--- src/sv/cgla_pkg.sv ---
// ----------------------------------------------------------------------------
// cgla_pkg
// Shared constants and cell control type for the commit graph lane allocator.
// ----------------------------------------------------------------------------
package cgla_pkg;

  localparam int KEY_W           = 64;  // commit / parent key width
  localparam int NPF             = 4;   // parent key fields per item
  localparam int PIW             = 2;   // index into the parent fields
  localparam int PCNT_W          = 3;   // parent_count width
  localparam int COL_OUT_W       = 4;   // reported column width
  localparam int MASK_OUT_W      = 16;  // reported mask width
  localparam int COLUMNS_DEF     = 16;
  localparam int MAX_PARENTS_DEF = 4;

  // Broadcast control from the sequencer to every cell
  typedef struct packed {
    logic             match_en;    // match phase of an accepted item
    logic             start;       // clear row; column 0 stands for this commit
    logic [KEY_W-1:0] commit_key;
    logic             place_en;    // one parent placement this cycle
    logic [KEY_W-1:0] parent_key;
  } cgla_ctl_t;

endpackage

--- src/sv/commit_graph_lane_allocator_unit.sv ---
// ----------------------------------------------------------------------------
// commit_graph_lane_allocator_unit
// Lane allocator for commit graphs: a row of column cells tracks awaited keys.
// ----------------------------------------------------------------------------
// Flow: key match on accept, commit column in S_COL, then one placement step per
//   parent in S_PLACE (count limited to MAX_PARENTS and to four; a dropped parent
//   takes its step too), then the result register loads once the output is free.
//   New items wait for S_IDLE; the free-slot seek places one parent per cycle.
// Reset: synchronous, active low; clears all slot busy flags, the sequencer
//   and the output valid. Keys are not reset; a free slot's key never shows.

module commit_graph_lane_allocator_unit
  import cgla_pkg::*;
#(
  parameter int COLUMNS     = COLUMNS_DEF,
  parameter int MAX_PARENTS = MAX_PARENTS_DEF
) (
  input  logic         clk,
  input  logic         rst_n,
  // in_tdata, lowest bit up: start_req[0], commit_key[64:1], parent_count[67:65],
  //   parent_key_0[131:68], parent_key_1[195:132], parent_key_2[259:196],
  //   parent_key_3[323:260], zero fill [327:324]
  input  logic         in_tvalid,
  output logic         in_tready,
  input  logic [327:0] in_tdata,
  // out_tdata, lowest bit up: matched_mask[15:0], commit_column[19:16],
  //   passthrough_mask[35:20], parent_column_0[39:36], parent_column_1[43:40],
  //   parent_column_2[47:44], parent_column_3[51:48], parent_placed[55:52],
  //   not_found[56], zero fill [63:57]
  output logic         out_tvalid,
  input  logic         out_tready,
  output logic [63:0]  out_tdata
);

  localparam int CW = $clog2(COLUMNS);
  localparam int XW = (CW > COL_OUT_W) ? CW : COL_OUT_W;
  localparam int MW = (COLUMNS > MASK_OUT_W) ? COLUMNS : MASK_OUT_W;
  // effective parent limit: parameter and the four key fields
  localparam int PN = (MAX_PARENTS < NPF) ? MAX_PARENTS : NPF;

  typedef enum logic [1:0] {
    S_IDLE,   // waiting for an item; accept does the key match
    S_COL,    // lowest hit -> commit column, capture passthrough
    S_PLACE   // one parent per cycle, then load the output register
  } state_t;

  // --------------------------------------------------------------------------
  // Input field unpack
  // --------------------------------------------------------------------------
  logic              in_start;
  logic [KEY_W-1:0]  in_commit_key;
  logic [PCNT_W-1:0] in_parent_count;
  logic [KEY_W-1:0]  in_pkey [NPF];

  assign in_start        = in_tdata[0];
  assign in_commit_key   = in_tdata[64:1];
  assign in_parent_count = in_tdata[67:65];
  assign in_pkey[0]      = in_tdata[131:68];
  assign in_pkey[1]      = in_tdata[195:132];
  assign in_pkey[2]      = in_tdata[259:196];
  assign in_pkey[3]      = in_tdata[323:260];

  // --------------------------------------------------------------------------
  // Sequencer registers
  // --------------------------------------------------------------------------
  state_t            state_r;
  logic [PCNT_W-1:0] cnt_r;        // parents to place
  logic [PCNT_W-1:0] idx_r;        // next parent to place
  logic [KEY_W-1:0]  pkey_r [NPF];
  logic [COLUMNS-1:0] matched_r;
  logic [COLUMNS-1:0] pass_r;
  logic [CW-1:0]     col_r;
  logic              found_r;
  logic [CW-1:0]     pcol_r [NPF];
  logic [NPF-1:0]    placed_r;
  logic              out_valid_r;
  logic [63:0]       out_data_r;

  logic in_accept;
  logic place_step;
  logic out_free;
  logic load_done;

  assign in_tready  = (state_r == S_IDLE);
  assign in_accept  = in_tvalid & in_tready;
  assign place_step = (state_r == S_PLACE) && (idx_r < cnt_r);
  assign out_free   = ~out_valid_r | out_tready;
  assign load_done  = (state_r == S_PLACE) && (idx_r == cnt_r) && out_free;

  // --------------------------------------------------------------------------
  // Cell chain
  // --------------------------------------------------------------------------
  cgla_ctl_t          ctl;
  logic [COLUMNS:0]   seek;        // seek[i] enters cell i
  logic [COLUMNS-1:0] hit_vec;
  logic [COLUMNS-1:0] take_vec;
  logic [COLUMNS-1:0] busy_vec;
  logic [COLUMNS-1:0] elig_vec;

  always_comb begin
    ctl.match_en   = in_accept;
    ctl.start      = in_start;
    ctl.commit_key = in_commit_key;
    ctl.place_en   = place_step;
    ctl.parent_key = pkey_r[idx_r[PIW-1:0]];
  end

  assign seek[0] = 1'b1;

  for (genvar i = 0; i < COLUMNS; i++) begin : g_cell
    assign elig_vec[i] = (CW'(i) >= col_r);

    cgla_cell #(
      .FIRST (i == 0)
    ) u_cell (
      .clk      (clk),
      .rst_n    (rst_n),
      .ctl      (ctl),
      .eligible (elig_vec[i]),
      .seek_in  (seek[i]),
      .seek_out (seek[i+1]),
      .hit      (hit_vec[i]),
      .take     (take_vec[i]),
      .busy     (busy_vec[i])
    );
  end

  // --------------------------------------------------------------------------
  // Lowest hit and taken slot -> column index (one-hot encode)
  // --------------------------------------------------------------------------
  logic [COLUMNS-1:0] first_hit;
  logic [CW-1:0]      first_col;
  logic [CW-1:0]      take_col;

  assign first_hit = matched_r & (~matched_r + COLUMNS'(1));

  always_comb begin
    first_col = '0;
    take_col  = '0;
    for (int i = 0; i < COLUMNS; i++) begin
      if (first_hit[i]) first_col = first_col | CW'(i);
      if (take_vec[i])  take_col  = take_col  | CW'(i);
    end
  end

  // column and mask reporting: low bits only
  function automatic logic [COL_OUT_W-1:0] col_out(input logic [CW-1:0] c);
    logic [XW-1:0] w;
    w = XW'(c);
    return w[COL_OUT_W-1:0];
  endfunction

  function automatic logic [MASK_OUT_W-1:0] mask_out(input logic [COLUMNS-1:0] m);
    logic [MW-1:0] w;
    w = MW'(m);
    return w[MASK_OUT_W-1:0];
  endfunction

  // --------------------------------------------------------------------------
  // State machine and registered outputs
  // --------------------------------------------------------------------------
  always_ff @(posedge clk) begin
    if (!rst_n) begin
      state_r     <= S_IDLE;
      out_valid_r <= 1'b0;
    end else begin
      // a new result may replace the one leaving this cycle
      if (load_done) begin
        out_valid_r <= 1'b1;
      end else if (out_tready) begin
        out_valid_r <= 1'b0;
      end

      unique case (state_r)
        S_IDLE: begin
          if (in_accept) begin
            matched_r <= hit_vec;
            cnt_r     <= (in_parent_count > PCNT_W'(PN)) ? PCNT_W'(PN) : in_parent_count;
            idx_r     <= '0;
            placed_r  <= '0;
            for (int p = 0; p < NPF; p++) begin
              pkey_r[p] <= in_pkey[p];
              pcol_r[p] <= '0;
            end
            state_r <= S_COL;
          end
        end
        S_COL: begin
          col_r   <= first_col;      // zero when nothing matched
          found_r <= |matched_r;
          pass_r  <= busy_vec;       // row after matched slots freed
          state_r <= S_PLACE;
        end
        S_PLACE: begin
          if (place_step) begin
            if (|take_vec) begin
              pcol_r[idx_r[PIW-1:0]]   <= take_col;
              placed_r[idx_r[PIW-1:0]] <= 1'b1;
            end
            idx_r <= idx_r + PCNT_W'(1);
          end else if (load_done) begin
            out_data_r  <= {7'b0, ~found_r, placed_r,
                            col_out(pcol_r[3]), col_out(pcol_r[2]),
                            col_out(pcol_r[1]), col_out(pcol_r[0]),
                            mask_out(pass_r), col_out(col_r), mask_out(matched_r)};
            state_r     <= S_IDLE;
          end
        end
        default: state_r <= S_IDLE;
      endcase
    end
  end

  assign out_tvalid = out_valid_r;
  assign out_tdata  = out_data_r;

  // --------------------------------------------------------------------------
  // Assertions
  // --------------------------------------------------------------------------
`ifndef SYNTHESIS
  // a placement claims at most one slot
  a_take_onehot: assert property (@(posedge clk) disable iff (!rst_n)
    $onehot0(take_vec))
    else $error("more than one cell took a parent");

  // a freed slot cannot also be reported as passthrough
  a_pass_disjoint: assert property (@(posedge clk) disable iff (!rst_n)
    load_done |-> ((matched_r & pass_r) == '0))
    else $error("matched column also reported as passthrough");

  // no parent beyond the effective count is marked placed
  a_placed_range: assert property (@(posedge clk) disable iff (!rst_n)
    load_done |-> ((placed_r >> cnt_r) == '0))
    else $error("placed bit beyond parent count");

  // the sequencer leaves idle only through an accepted item
  a_accept_seq: assert property (@(posedge clk) disable iff (!rst_n)
    (state_r == S_IDLE && !in_accept) |=> (state_r == S_IDLE))
    else $error("sequencer left idle without an item");
`endif

endmodule

--- src/sv/cgla_cell.sv ---
// ----------------------------------------------------------------------------
// cgla_cell
// One column slot: busy flag and awaited key, key match, free-slot seek.
// ----------------------------------------------------------------------------
module cgla_cell
  import cgla_pkg::*;
#(
  parameter bit FIRST = 1'b0   // column 0 takes the seed on start
) (
  input  logic      clk,
  input  logic      rst_n,
  input  cgla_ctl_t ctl,
  input  logic      eligible,  // column at or above the commit column
  input  logic      seek_in,   // no lower eligible free slot taken yet
  output logic      seek_out,
  output logic      hit,
  output logic      take,
  output logic      busy
);

  logic             busy_r;
  logic [KEY_W-1:0] key_r;

  // On start the seeded key matches itself at once, so column 0 just hits.
  assign hit      = ctl.match_en &
                    (ctl.start ? FIRST : (busy_r & (key_r == ctl.commit_key)));
  assign take     = ctl.place_en & seek_in & eligible & ~busy_r;
  assign seek_out = seek_in & ~take;
  assign busy     = busy_r;

  always_ff @(posedge clk) begin
    if (!rst_n) begin
      busy_r <= 1'b0;
    end else if (ctl.match_en) begin
      busy_r <= ~ctl.start & busy_r & ~hit;
    end else if (take) begin
      busy_r <= 1'b1;
    end
  end

  always_ff @(posedge clk) begin
    if (take) begin
      key_r <= ctl.parent_key;
    end
  end

endmodule
--- config.mk ---
export PLATFORM = sky130hd
export DESIGN_NAME = commit_graph_lane_allocator_unit
export DESIGN_NICKNAME = d
export VERILOG_FILES = /design/src/sv/cgla_pkg.sv /design/src/sv/commit_graph_lane_allocator_unit.sv /design/src/sv/cgla_cell.sv
export SDC_FILE = /design/constraint.sdc
export NUM_CORES = 2
export LEC_CHECK = 0
export BUFFER_PORTS_ARGS = -buffer_cell sky130_fd_sc_hd__buf_2
export CAP_MARGIN = 10
export CORE_MARGIN = 3
export CORE_UTILIZATION = 40
export CTS_CLUSTER_DIAMETER = 30
export DETAILED_ROUTE_END_ITERATION = 10
export SETUP_SLACK_MARGIN = 0.02
export SLEW_MARGIN = 20
export SYNTH_ARGS = -nofsm -noshare
export SYNTH_HDL_FRONTEND = slang
export SYNTH_SLANG_ARGS = --single-unit
export TNS_END_PERCENT = 30
--- constraint.sdc ---
create_clock -name clk -period 12.6 [get_ports clk]
set_input_delay 0 -clock clk [delete_from_list [all_inputs] [get_ports clk]]
set_output_delay 0 -clock clk [all_outputs]
set_load 0.01 [all_outputs]
== Word level (Yosys, flattened, before mapping) ==
Memory sizes are Yosys's and may differ from the RTL's. A register that Yosys moved wholly into a read port is not among the register bits.
Index checks and enable logic that the tools add are counted.

* $add $sub $neg: 2
* $lt $le $gt $ge: 20
* Equal/unequal tests: 24
* Mux-type cells: 102
* Bitwise operators: 181
* Reductions and logical operators: 35

{| class="wikitable"
|+ Operators with widths
! operator !! number
|-
| == test 64 bit || 16
|-
| bitwise AND 1 bit || 126
|-
| 2-to-1 mux 1 bit || 65
|-
| inverter 1 bit || 51
|-
| 2-to-1 mux 4 bit || 12
|-
| nonzero test 2 bit || 18
|-
| >= comparator 4 bit (first input constant) || 8
|-
| OR reduction 16 bit || 2
|-
| 2-to-1 mux 3 bit || 10
|-
| 2-to-1 mux 2 bit || 11
|-
| adder 16 x 1 -> 16 bit (second input constant) || 1
|-
| bitwise AND 16 bit || 1
|-
| >= comparator 3 x 4 -> 1 bit (first input constant) || 4
|-
| inverter 16 bit || 1
|-
| >= comparator 1 x 4 -> 1 bit (first input constant) || 2
|-
| >= comparator 2 x 4 -> 1 bit (first input constant) || 2
|-
| case mux 4 bit (2 select lines) || 1
|-
| AND reduction 4 bit || 2
|-
| OR reduction 4 bit || 2
|-
| OR reduction 8 bit || 1
|-
| != test 2 bit (second input constant) || 3
|-
| case mux 2 bit (3 select lines) || 1
|-
| case mux 3 bit (2 select lines) || 1
|-
| AND reduction 3 bit || 2
|-
| 17 further kinds || 21
|}

* Flip-flop bits (word level): 1147
* Memory bits (writable): 272
* Logic and storage cells: 411
* Memories: 2

{| class="wikitable"
|+ Memory list
! memory !! depth !! width !! read ports !! clocked after memory_dff !! wr ports !! RTL line !! source
|-
| pkey_r || 4 || 64 || 1 || 1 || 4 || commit_graph_lane_allocator_unit.sv:69 || <nowiki>logic [KEY_W-1:0] pkey_r [NPF];</nowiki>
|-
| pcol_r || 4 || 4 || 4 || 4 || 4 || commit_graph_lane_allocator_unit.sv:74 || <nowiki>logic [CW-1:0] pcol_r [NPF];</nowiki>
|}

== Logic depth before layout (Yosys ltp) ==
* Depth in word-level cells: 86
* Mapped depth: 9
* Depth with buffers taken out: 8

== Modules after synthesis ==
A second synthesis with hierarchy kept.

* Cells, all modules: 3507
* Area total of the unflattened synthesis: 58050.7 um^2

{| class="wikitable"
|+ Modules (own cells, without submodules)
! module !! instances !! cells each !! area an instance (um^2)
|-
| cgla_cell (g_cell[10].u_cell ...) || 15 || 181 || 2767.7
|-
| commit_graph_lane_allocator_unit || 1 || 621 || 13810.7
|-
| cgla_cell (g_cell[0].u_cell) || 1 || 171 || 2725.1
|}

== Least setup slack after synthesis ==
Ideal clock, no wire load.

* Kind: register to register
* From: register idx_r[1]
* To: register g_cell[8].u_cell.key_r[0] (enable)
* Library setup time: 0.648 ns
* Arrival time: 7.925 ns
* Required time: 11.952 ns
* Path slack: 4.028 ns
* Stages on the path, launching flop included: 7
* Clock period less this slack: 8.572 ns
* Cell sequence: edfxtp_1 > ha_1 > nor2b_1 > o21ai_0 > nand3b_1 > clkbuf_1 > nor4_1

* Longest elaborated chain between the ends: 43

{| class="wikitable"
|+ RTL lines
! element !! RTL line !! source
|-
| from (decl) || commit_graph_lane_allocator_unit.sv:68 || <nowiki>logic [PCNT_W-1:0] idx_r;</nowiki>
|-
| from (signal assigned) || commit_graph_lane_allocator_unit.sv:200 || <nowiki>idx_r <= idx_r + PCNT_W'(1);</nowiki>
|-
| less-than comparator 3 bit (*) || commit_graph_lane_allocator_unit.sv:86 || <nowiki>assign place_step = (state_r == S_PLACE) && (idx_r < cnt_r);</nowiki>
|-
| logical AND 1 bit (*) || commit_graph_lane_allocator_unit.sv:86 ||
|-
| bitwise AND 1 bit (2 in series) || cgla_cell.sv:27 || <nowiki>assign take = ctl.place_en & seek_in & eligible & ~busy_r;</nowiki>
|-
| inverter 1 bit || cgla_cell.sv:28 || <nowiki>assign seek_out = seek_in & ~take;</nowiki>
|-
| bitwise AND 1 bit (3 in series) || cgla_cell.sv:27 ||
|-
| inverter 1 bit || cgla_cell.sv:28 ||
|-
| bitwise AND 1 bit || cgla_cell.sv:28 ||
|-
| bitwise AND 1 bit (3 in series) || cgla_cell.sv:27 ||
|-
| [... 17 more ...] || - ||
|-
| bitwise AND 1 bit (3 in series) || cgla_cell.sv:27 ||
|-
| inverter 1 bit || cgla_cell.sv:28 ||
|-
| bitwise AND 1 bit || cgla_cell.sv:28 ||
|-
| bitwise AND 1 bit (3 in series) || cgla_cell.sv:27 ||
|-
| inverter 1 bit || cgla_cell.sv:28 ||
|-
| bitwise AND 1 bit || cgla_cell.sv:28 ||
|-
| bitwise AND 1 bit (*) (3 in series) || cgla_cell.sv:27 ||
|-
| named net g_cell[8].u_cell.take || cgla_cell.sv:17 || <nowiki>output logic take,</nowiki>
|-
| to (signal assigned) || cgla_cell.sv:43 || <nowiki>key_r <= ctl.parent_key;</nowiki>
|-
| to (decl) || cgla_cell.sv:22 || <nowiki>logic [KEY_W-1:0] key_r;</nowiki>
|}

Mark *: on every way through the listed nets, which the timed path passes. The rest lies on a longest branch.
A chain may end at the register's enable or synchronous reset.

== Worst setup path after layout ==
* From: register idx_r[0]
* To: register g_cell[2].u_cell.busy_r

* Longest elaborated chain between the ends: 14

{| class="wikitable"
|+ RTL lines
! element !! RTL line !! source
|-
| less-than comparator 3 bit (*) || commit_graph_lane_allocator_unit.sv:86 ||
|-
| logical AND 1 bit (*) || commit_graph_lane_allocator_unit.sv:86 ||
|-
| bitwise AND 1 bit (2 in series) || cgla_cell.sv:27 ||
|-
| inverter 1 bit || cgla_cell.sv:28 ||
|-
| bitwise AND 1 bit (3 in series) || cgla_cell.sv:27 ||
|-
| inverter 1 bit || cgla_cell.sv:28 ||
|-
| bitwise AND 1 bit || cgla_cell.sv:28 ||
|-
| bitwise AND 1 bit (*) (3 in series) || cgla_cell.sv:27 ||
|-
| named net g_cell[2].u_cell.take || cgla_cell.sv:17 ||
|-
| nonzero test 2 bit (no line) (*) || - ||
|-
| to (signal assigned) || cgla_cell.sv:35 || <nowiki>busy_r <= ~ctl.start & busy_r & ~hit;</nowiki>
|-
| to (decl) || cgla_cell.sv:21 || <nowiki>logic busy_r;</nowiki>
|}

Marked as above.

==> run metrics <==
IO Pins=between 300 and 400; initial core utilization=40.47%; drt wl/cell=between 30 and 40 um; clk buf depth=4; R2R depth=10; Mapped Area=around 0.06 mm^2; Post-synth EDFFs=between 1,000 and 1,500; dpl hpwl=131,900 um; PortBufs=roughly 390; CP max FO=66; Slew HR=~17%; CTS tree=yes; hold buffer count at CTS=around 530; total CTS buffers=approximately 330; synth unique cells=84; Hold Crit Endpoint=cnt_r[1]; fin crit share=between 30% and 40%; fin. max-slew vios=0; Synth top area share=a little under three quarters; DR iter-0 viols=roughly 6,400; slowest cell on the critical path=buf_4; CTS sink cnt=between 1,000 and 1,500; Area Growth Syn to Fin=35.30%; max_cap viols=0; WP data arrival=around 4.7 ns; commonest non-fill, non-tap cell in the layout=edfxtp_1; fmax=around 0.25 GHz; final-report hold violation count=0; worst-margin pin slew=around 1.2 ns; Reg2Reg Capture Point=g_cell[2].u_cell.busy; crit-path most repeated cell=o21ai_0; Buffers & Inverters on Critical Path=3; hold wc startpoint=in_tdata[66]; post-DR vias/cell=5.920; run status=finished clean; Register Area=between 0.04 and 0.05 mm^2; initial antenna violation count=43; clock root cell=clkbuf_16; routed vias=around 42,000; Synth Area per Inst=approximately 16 um^2; core area=between 0.1 and 0.15 mm^2; Total GRT Usage=a little under a third; commonest non-fill, non-tap cells in the layout=edfxtp_1, xnor2_1, dlygate4sd3_1; Synth warnings=0; worst-skew pair later-pin latency=0.95 ns; postcts setup bufs=0; Critical Path Start Type=flip-flop; first-pass GRT wire length=322,600 um; final setup TNS=0 ns; area leader, netlist=edfxtp_1; share of flip-flops with an asynchronous set or reset=0%; Pwr Total=15.13 mW; hold path depth=3; leak pwr=around 27 nW; worst min-delay path class=in -> reg; multi-input logic area=about 0.016 mm^2; Die ar.=approximately 0.15 mm^2; synth top area cells=edfxtp_1, xnor2_1, xor2_1; largest stage delay on the critical path=about 0.73 ns; H-tree depth=5; vias in the first global route=40,000; Die Width=~390 um; Rows=140; Final ANT Viol Nets=0; CP cell instances=inv_1 -> ha_1 -> nor2b_1 -> o21ai_0 -> nand3_1 -> nor3b_2 -> buf_4 -> o21ai_0 -> a21oi_1 -> dlygate4sd3_1; fillers=~12,000; GPL Wtd Cong=between 0.9 and 1; post-synthesis sequential area ratio=a little under three quarters; Main synth FF type=edfxtp_1; VDD IR-drop max=145.9 uV; nets=5,169; Synth Register Bits=about 1,400; fraction of layout cells with a size suffix above 1=21.87%; die height=390.9 um; RR Startpoint=idx_r[0]; grt total ovfl=0; largest net degree at the start of global routing=156; delay-heaviest family, CP=buffers and inverters; critical path type=reg -> reg; post_cts resized=0; Reg clk slew, reported paths=~0.040 ns; Levels on crit path=10; RSZ-0062 raised after global routing=false; # setup viols final=0; Detailed Routing Iterations Pass 1=6; critical path capture point type=flip-flop; Required @ worst endpoint=approximately 13 ns; Crit. Startpoint=idx_r[0]; final WL=241,000 um; cells after synthesis=about 3,600; Tmin final=around 3.9 ns; reg2reg setup slack=about 8.7 ns; Layout Skew=~0.10 ns; DRC viols=0; PwrDens=~190 mW/mm^2
[cell families after synthesis]
group | share of synthesized area, %
AND/OR/NAND/NOR | 7.954
multiplexers | 2.451
adder cells (fa/ha/maj) | 0.1478
flip-flops | 71.64
buffers and inverters | 1.881
AO/OA/AOI/OAI | 2.901
XOR/XNOR | 13.02
other | 0.006327
[state kept, by name (all words and copies together) (netlist names), 4 cells and up, named ones only]
signal	count
pass_r	16
out_tdata	57
matched_r	16
placed_r	4
pkey_r	256
g_cell.u_cell.key_r	1024
pcol_r	16
col_r	4
g_cell.u_cell.busy	16
[worst max-delay path by stage]
stage                                            to
after detailed placement               pcol_r[2][1]
after floorplan           g_cell[8].u_cell.key_r[0]
after CTS                     g_cell[2].u_cell.busy
after global routing          g_cell[2].u_cell.busy
after global placement                 pcol_r[0][1]
final                         g_cell[2].u_cell.busy
[where the power goes]
group	switching (mW)	internal (mW)	total [mW]
clock network	2.69	5.88	8.57
logic	0.849	0.316	1.17
registers	0.0320	5.37	5.40
[metrics by stage]
step / area, um^2 / util, % / cells / setup slack (ns) / hold WS (ns)
finish: 80190 / 54.76 / 7039 / 8.678 / 0.1170
global route: 80130 / 54.72 / 7014 / 8.417 / 0.09052
CTS: 80080 / 54.68 / 7002 / 8.705 / 0.03734
detailed placement: 63670 / 43.48 / 5886 / 8.955 / 0.1781
global placement: 63670 / 43.48 / 5886 / 9.019 / 0.1760
floorplan: 59290 / - / 3654 / 4.028 / 0.09887
[cell usage after synthesis, drive strengths merged (56+ instances only)]
cell type,instances
edfxtp,1400
xnor2,567
xor2,314
nand4,197
nor4,159
buf,118
nand2b,95
inv,87
nand2,81
mux4,64
nor2,63
nor3,56
[metal layers]
metal	GRT usage [%]	vias to the layer above	part of all wire [%]	routed length (um)
met4	17.39	4	6.2	14990
met2	47.69	3552	45	108600
met5	0	-	0.011	27
met1	39.66	20900	35	83400
met3	9.060	763	14	34000
li1	-	16460	-	-
[worst min-delay path: stages]
cell and delay (ns):
dlygate4sd3_1 0.54, buf_2 0.12, nor2b_1 0.15
[layout make-up]
type                    instances  area share (%)
diodes                         37          0.1155
clock buffers                 385           10.89
clock inverters               206           3.014
inverters                      90          0.4306
multi-input cells            1980           19.76
flip-flops and latches       1421           52.96
well taps                    1917           2.991
repair buffers               1003           9.839
No activity file was read; power rests on OpenSTA's default activity.
